[src/rtl/apq_pkg.sv]
`timescale 1ns / 1ps
`default_nettype none

package apq_pkg;

  localparam int TAG_W   = 16;
  localparam int PRIO_W  = 32;
  localparam int TOTAL_W = 7;

  localparam logic [2:0] FN_ENQ  = 3'd0;
  localparam logic [2:0] FN_DEQ  = 3'd1;
  localparam logic [2:0] FN_PEEK = 3'd2;
  localparam logic [2:0] FN_CHG  = 3'd3;
  localparam logic [2:0] FN_CLR  = 3'd4;

  localparam logic [1:0] ST_OK    = 2'd0;
  localparam logic [1:0] ST_EMPTY = 2'd1;
  localparam logic [1:0] ST_FULL  = 2'd2;

  typedef struct packed {
    logic [2:0]               func;
    logic [TAG_W-1:0]         item_tag;
    logic signed [PRIO_W-1:0] item_priority;
  } in_item_t;

  typedef struct packed {
    logic [TAG_W-1:0]         out_tag;
    logic signed [PRIO_W-1:0] out_priority;
    logic [1:0]               status;
    logic [TOTAL_W-1:0]       entry_total;
  } out_item_t;

  typedef enum logic [2:0] {
    S_IDLE,
    S_SCAN,
    S_SHIFT,
    S_CHANGE,
    S_DONE
  } state_t;

endpackage

`default_nettype wire

[src/rtl/array_priority_queue.sv]
`timescale 1ns / 1ps
`default_nettype none

// Unsorted priority queue of up to CAPACITY tagged entries held in one memory with a single
// read port and a single write port. Enqueue and clear go straight from IDLE to DONE. Peek and
// change priority walk every held entry once through the read port. Dequeue walks the table
// once to find the entry with the largest priority (the earliest one on a tie) and then,
// unless it is the last entry, moves every later entry down one place, one entry per cycle.
// Input is not taken while an operation is in progress; a finished result waits in DONE
// until the output register is free.
module array_priority_queue
  import apq_pkg::*;
#(
  parameter int CAPACITY = 64,
  parameter int TAG_BITS = 16
) (
  input  wire       clk,
  input  wire       rst_n,
  input  wire       in_valid,
  output logic      in_stall,
  input  in_item_t  in_data,
  output logic      out_valid,
  input  wire       out_stall,
  output out_item_t out_data
);

  localparam int AW = (CAPACITY > 1) ? $clog2(CAPACITY) : 1;
  localparam int CW = $clog2(CAPACITY + 1);
  localparam int TW = (TAG_BITS < TAG_W) ? TAG_BITS : TAG_W;
  localparam int EW = TW + PRIO_W;

  logic [EW-1:0] mem [CAPACITY];
  logic [EW-1:0] rd_data_r;
  logic [AW-1:0] rd_addr;
  logic          wr_en;
  logic [AW-1:0] wr_addr;
  logic [EW-1:0] wr_data;

  state_t        state_r, state_nxt;
  in_item_t      op_r, op_nxt;
  out_item_t     res_r, res_nxt;
  out_item_t     out_data_r, out_data_nxt;
  logic          out_valid_r, out_valid_nxt;
  logic [CW-1:0] count_r, count_nxt;
  logic [CW-1:0] rd_idx_r, rd_idx_nxt;
  logic          dv_r, dv_nxt;
  logic [AW-1:0] dv_idx_r, dv_idx_nxt;
  logic [EW-1:0] best_r, best_nxt;
  logic [AW-1:0] best_idx_r, best_idx_nxt;
  logic          issue;
  logic          last;
  logic          better;
  logic [CW-1:0] shift_start;

  always_ff @(posedge clk) begin
    if (wr_en) begin
      mem[wr_addr] <= wr_data;
    end
    rd_data_r <= mem[rd_addr];
  end

  always_ff @(posedge clk) begin
    if (!rst_n) begin
      state_r     <= S_IDLE;
      out_valid_r <= 1'b0;
      count_r     <= '0;
      dv_r        <= 1'b0;
    end else begin
      state_r     <= state_nxt;
      out_valid_r <= out_valid_nxt;
      count_r     <= count_nxt;
      dv_r        <= dv_nxt;
    end
  end

  always_ff @(posedge clk) begin
    op_r       <= op_nxt;
    res_r      <= res_nxt;
    out_data_r <= out_data_nxt;
    rd_idx_r   <= rd_idx_nxt;
    dv_idx_r   <= dv_idx_nxt;
    best_r     <= best_nxt;
    best_idx_r <= best_idx_nxt;
  end

  always_comb begin
    state_nxt     = state_r;
    op_nxt        = op_r;
    res_nxt       = res_r;
    out_data_nxt  = out_data_r;
    out_valid_nxt = out_valid_r && out_stall;
    count_nxt     = count_r;
    rd_idx_nxt    = rd_idx_r;
    dv_nxt        = 1'b0;
    dv_idx_nxt    = rd_idx_r[AW-1:0];
    best_nxt      = best_r;
    best_idx_nxt  = best_idx_r;
    wr_en         = 1'b0;
    wr_addr       = '0;
    wr_data       = '0;
    rd_addr       = rd_idx_r[AW-1:0];
    issue         = rd_idx_r < count_r;
    last          = dv_r && (CW'(dv_idx_r) == count_r - CW'(1));
    better        = dv_r && ((dv_idx_r == '0) ||
                    ($signed(rd_data_r[PRIO_W-1:0]) > $signed(best_r[PRIO_W-1:0])));
    shift_start   = '0;

    case (state_r)
      S_IDLE: begin
        if (in_valid) begin
          op_nxt              = in_data;
          res_nxt             = '0;
          res_nxt.status      = ST_OK;
          res_nxt.entry_total = TOTAL_W'(count_r);
          rd_idx_nxt          = '0;
          state_nxt           = S_DONE;
          case (in_data.func)
            FN_ENQ: begin
              if (count_r == CW'(CAPACITY)) begin
                res_nxt.status = ST_FULL;
              end else begin
                wr_en               = 1'b1;
                wr_addr             = count_r[AW-1:0];
                wr_data             = {in_data.item_tag[TW-1:0], in_data.item_priority};
                count_nxt           = count_r + CW'(1);
                res_nxt.entry_total = TOTAL_W'(count_r + CW'(1));
              end
            end
            FN_DEQ, FN_PEEK: begin
              if (count_r == '0) begin
                res_nxt.status = ST_EMPTY;
              end else begin
                state_nxt = S_SCAN;
              end
            end
            FN_CHG: begin
              if (count_r != '0) begin
                state_nxt = S_CHANGE;
              end
            end
            FN_CLR: begin
              count_nxt           = '0;
              res_nxt.entry_total = '0;
            end
            default: begin
            end
          endcase
        end
      end

      S_SCAN: begin
        if (issue) begin
          rd_idx_nxt = rd_idx_r + CW'(1);
          dv_nxt     = 1'b1;
        end
        if (better) begin
          best_nxt     = rd_data_r;
          best_idx_nxt = dv_idx_r;
        end
        if (last) begin
          res_nxt.out_tag      = TAG_W'(best_nxt[EW-1:PRIO_W]);
          res_nxt.out_priority = best_nxt[PRIO_W-1:0];
          shift_start          = CW'(best_idx_nxt) + CW'(1);
          state_nxt            = S_DONE;
          if (op_r.func == FN_DEQ) begin
            if (shift_start < count_r) begin
              rd_idx_nxt = shift_start;
              dv_nxt     = 1'b0;
              state_nxt  = S_SHIFT;
            end else begin
              count_nxt           = count_r - CW'(1);
              res_nxt.entry_total = TOTAL_W'(count_r - CW'(1));
            end
          end
        end
      end

      S_SHIFT: begin
        if (issue) begin
          rd_idx_nxt = rd_idx_r + CW'(1);
          dv_nxt     = 1'b1;
        end
        if (dv_r) begin
          wr_en   = 1'b1;
          wr_addr = dv_idx_r - AW'(1);
          wr_data = rd_data_r;
        end
        if (last) begin
          count_nxt           = count_r - CW'(1);
          res_nxt.entry_total = TOTAL_W'(count_r - CW'(1));
          state_nxt           = S_DONE;
        end
      end

      S_CHANGE: begin
        if (issue) begin
          rd_idx_nxt = rd_idx_r + CW'(1);
          dv_nxt     = 1'b1;
        end
        if (dv_r && (rd_data_r[EW-1:PRIO_W] == op_r.item_tag[TW-1:0])) begin
          wr_en   = 1'b1;
          wr_addr = dv_idx_r;
          wr_data = {rd_data_r[EW-1:PRIO_W], op_r.item_priority};
        end
        if (last) begin
          state_nxt = S_DONE;
        end
      end

      S_DONE: begin
        if (!out_valid_r || !out_stall) begin
          out_valid_nxt = 1'b1;
          out_data_nxt  = res_r;
          state_nxt     = S_IDLE;
        end
      end

      default: begin
        state_nxt = S_IDLE;
      end
    endcase
  end

  assign in_stall  = (state_r != S_IDLE);
  assign out_valid = out_valid_r;
  assign out_data  = out_data_r;

endmodule

`default_nettype wire

[config.mk]
export PLATFORM = sky130hd
export DESIGN_NAME = array_priority_queue
export DESIGN_NICKNAME = d
export VERILOG_FILES = /design/src/rtl/apq_pkg.sv /design/src/rtl/array_priority_queue.sv
export SDC_FILE = /design/constraint.sdc
export NUM_CORES = 2
export LEC_CHECK = 0
export ABC_AREA = 1
export BUFFER_PORTS_ARGS = -buffer_cell sky130_fd_sc_hd__buf_2
export CAP_MARGIN = 20
export CORE_ASPECT_RATIO = 1.4
export CORE_UTILIZATION = 50
export CTS_CLUSTER_DIAMETER = 200
export DETAILED_ROUTE_END_ITERATION = 16
export MAX_ROUTING_LAYER = met4
export PLACE_DENSITY = 0.71
export SYNTH_ARGS = -nofsm -noshare
export SYNTH_HDL_FRONTEND = slang
export SYNTH_SLANG_ARGS = --single-unit
[constraint.sdc]
create_clock -name clk -period 14.8 [get_ports clk]
set_input_delay 2.22 -clock clk [delete_from_list [all_inputs] [get_ports clk]]
set_output_delay 2.22 -clock clk [all_outputs]
set_load 0.02 [all_outputs]
==> impl_metrics.env <==
export IMPL_whs_endpoint="out_data[30]"
export IMPL_path_delay_family="simple AND/OR/NAND/NOR gates"
export IMPL_die_w_um=435
export IMPL_fin_crit_sh=0.439
export IMPL_synthSimpleGateAreaFrac=0.0801
export IMPL_cp_num_buf_inv=6
export IMPL_ys_ff_latch=3364
export IMPL_cts_sinks=3364
export IMPL_core_um2=261000
export IMPL_synth_top_family_by_area="compound AO/OA/AOI/OAI gates"
export IMPL_place_congestion=0.908
export IMPL_r2r_start="rd_data_r[43]"
export IMPL_power_density_nw_per_um2=188
export IMPL_pwr_share_seq=0.409
export IMPL_rows=222
export IMPL_relSlewSlack=0.187
export IMPL_crit_chain="buf_2, nor2_2, inv_1, nor2_1, inv_1, nor2_1, nand2_1, o22ai_1, a21oi_1, inv_1, nand2_1, inv_1, nand2_1, nor2_4, buf_4"
export IMPL_setup_ws_ns=8.31
export IMPL_initial_core_util=0.503
export IMPL_slowest_delay_ns=1.09
export IMPL_drive_gt1_frac=0.0873
export IMPL_synth_compound_area_frac=0.124
export IMPL_dieArea_um2=265000
export IMPL_synth_edf_count=3298
export IMPL_irDropWorstVdd_mv=0.239
export IMPL_min_delay_start="res_r[30]"
export IMPL_grt_pass1_vias=81600
export IMPL_status="finished, final reports clean"
export IMPL_power_mw=27.4
export IMPL_fin_nets=9755
export IMPL_start_kind="input port"
export IMPL_cts_buffers=297
export IMPL_r2r_slack_ns=9.11
export IMPL_final_cell_mix="3298 x edfxtp_1, 1659 x nor2_1, 1596 x o21ai_0"
export IMPL_final_min_clock_period_ns=6.49
export IMPL_rsz0062_at_grt="false"
export IMPL_drv_cap=0
export IMPL_via_count=86000
export IMPL_tns_ns=0
export IMPL_initialDrtViolationCount=13100
export IMPL_crit_required_ns=15.27
export IMPL_cp_common_cell="inv_1"
export IMPL_cts_tree="built"
export IMPL_io_buffers=113
export IMPL_synthCells=9741
export IMPL_dr_pass1_iters=7
export IMPL_synth_mux_area_frac=0
export IMPL_finalNonFillerCells=13400
export IMPL_ys_flop_type="edfxtp_1"
export IMPL_ctsHoldBuffers=0
export IMPL_grt_pass1_wl_um=556000
export IMPL_antenna_left=0
export IMPL_slew_violations=0
export IMPL_synth_xor_area_frac=0.00167
export IMPL_setup_worst_path_end_class="flip-flop"
export IMPL_synth_seq_area_share=0.764
export IMPL_routed_wl_um=389000
export IMPL_clock_power_share=0.280
export IMPL_criticalPathCategory="input port to flip-flop"
export IMPL_io_pins=114
export IMPL_dp_slack_ns=7.60
export IMPL_synthDistinctLibCells=52
export IMPL_crit_slowest_cell="nor2_4"
export IMPL_combPwrFrac=0.311
export IMPL_hp_class="flip-flop to flip-flop"
export IMPL_finalHoldViolCount=0
export IMPL_postCtsSetupRepairBufs=0
export IMPL_die_h_um=608
export IMPL_place_hpwl_um=218000
export IMPL_avgSynthCellArea_um2=13.5
export IMPL_grt_max_degree=224
export IMPL_arrival_ns=6.96
export IMPL_syn_num_nets=9847
export IMPL_fmax_mhz=154
export IMPL_cts_root_buf="clkbuf_16"
export IMPL_min_path_cells=0
export IMPL_p_sw_mw=10.2
export IMPL_utilization=0.558
export IMPL_setup_violations_final=0
export IMPL_drc=0
export IMPL_swShare=0.371
export IMPL_clk_pin_slew_ns=0.07
export IMPL_wire_per_inst_um=29.1
export IMPL_detail_route_vias_per_cell=6.43
export IMPL_internal_power_mw=17.3
export IMPL_cts_buffer_depth=4
export IMPL_finClkSkew_ns=0.0589
export IMPL_cts_resized_gates=0
export IMPL_overflow=0
export IMPL_antenna_found_initial=22
export IMPL_tightest_slew_ns=1.22
export IMPL_r2r_cells=11
export IMPL_dp_cells=12800
export IMPL_areaGrowthSynthToFinish_pct=10.9
export IMPL_r2r_end="mem[38][2]"
export IMPL_final_common_cell="edfxtp_1"
export IMPL_clk_latency_ns=0.88
export IMPL_htreeDepth=5
export IMPL_netlist_area_um2=131000
export IMPL_grtUsageTotal=0.294
export IMPL_ys_warn_count=0
export IMPL_crit_fanout=28
export IMPL_yosys_area_share_adder=0.00486
export IMPL_p_leak_nw=46.7
export IMPL_synthArstFlopShare=0
-- logic make-up after synthesis --
family                   count (synthesis)
adder cells (fa/ha/maj)                 51
AO/OA/AOI/OAI                         2782
flip-flops                            3364
AND/OR/NAND/NOR                       2639
XOR/XNOR                                25
buffers and inverters                  880
-- state kept, by name, indices dropped and copies added, names as in the netlist --
signal / flops
dv_idx_r: 6
count_r: 7
best_idx_r: 6
rd_idx_r: 7
rd_data_r: 48
best_r: 48
op_r: 51
out_valid: 1
state_r: 3
out_data: 57
dv_r: 1
mem: 3072
res_r: 57
-- worst max path at each step --
| stage | depth (start not counted) | endpoint | from | slack (ns) |
|---|---|---|---|---|
| after floorplan | 9 | mem[40][0] | in_valid | 4.01 |
| after global routing | 15 | mem[38][2] | in_data[48] | 8.16 |
| after detailed placement | 15 | mem[39][16] | in_data[48] | 7.60 |
| final | 15 | mem[38][2] | in_data[48] | 8.31 |
| after CTS | 15 | mem[39][4] | in_data[48] | 8.47 |
| after global placement | 15 | mem[39][2] | in_data[48] | 7.50 |
-- Yosys cell counts (3+ instances only) --
cell / n / area [um2]
o22ai_1: 484 / 3030
edfxtp_1: 3298 / 99000
nor4_1: 4 / 25.0
inv_2: 6 / 22.5
clkbuf_1: 629 / 2360
o21a_1: 7 / 52.6
o211ai_1: 95 / 713
o21ai_1: 3 / 15.0
inv_1: 188 / 706
o21ai_0: 1607 / 8040
nor2_1: 1724 / 6470
a21oi_1: 175 / 876
xor2_1: 19 / 166
nand2_2: 3 / 18.8
a31oi_1: 48 / 300
nor3_1: 8 / 40.0
o221ai_1: 291 / 2550
nand4_1: 70 / 438
buf_1: 38 / 143
xnor2_1: 6 / 52.6
dfxtp_1: 66 / 1320
nand3_1: 257 / 1290
a32o_1: 52 / 521
nand2_1: 551 / 2070
a22oi_1: 6 / 45.0
ha_1: 51 / 638
or2_2: 7 / 43.8
clkinv_1: 5 / 18.8
buf_2: 11 / 55.1
-- power groups by stage --
stage               combinational [mW]  clock (mW)  sequential, mW
finish                            8.53        7.68            11.2
global route                      8.96        8.04            11.2
CTS                               8.29        7.70            11.2
detailed placement                8.24           0            11.4
global placement                  8.05           0            11.4
floorplan                         4.95           0            11.3
-- worst register-to-register path: stages (launching register included) --
cell      delay (ns)
dfxtp_1         0.67
inv_1           0.25
or2_2           0.35
nand4_1         0.14
nor3_1          0.07
nand3_1         0.37
clkinv_1        0.17
buf_4           0.29
a211oi_2        0.60
nand2_1         0.67
nor2_4          1.09
buf_4           0.57
-- metrics by stage --
stage                     area [um2]  hold slack (ns)
after floorplan               131000            0.371
after global placement        136000            0.401
after detailed placement      136000            0.405
after CTS                     146000            0.420
after global routing          146000            0.424
final                         146000            0.416
-- cell type report --
type                       count  area (um2)
fill                       20200      115000
timing repair buffer         288        2030
clock inverter               151        1360
antenna                       16        40.0
multi-input combinational   5497       28600
tap                         3472        4340
sequential                  3364      100000
clock buffer                 377        8090
inverter                     201         798
-- routing by layer --
layer,vias up,part of all wire,track usage
met5,-,0,-
li1,36500,-,-
met1,42800,0.35,0.360
met2,5655,0.47,0.460
met4,0,0.064,0.164
met3,1078,0.12,0.0579
(Power assumes the default switching activity.)
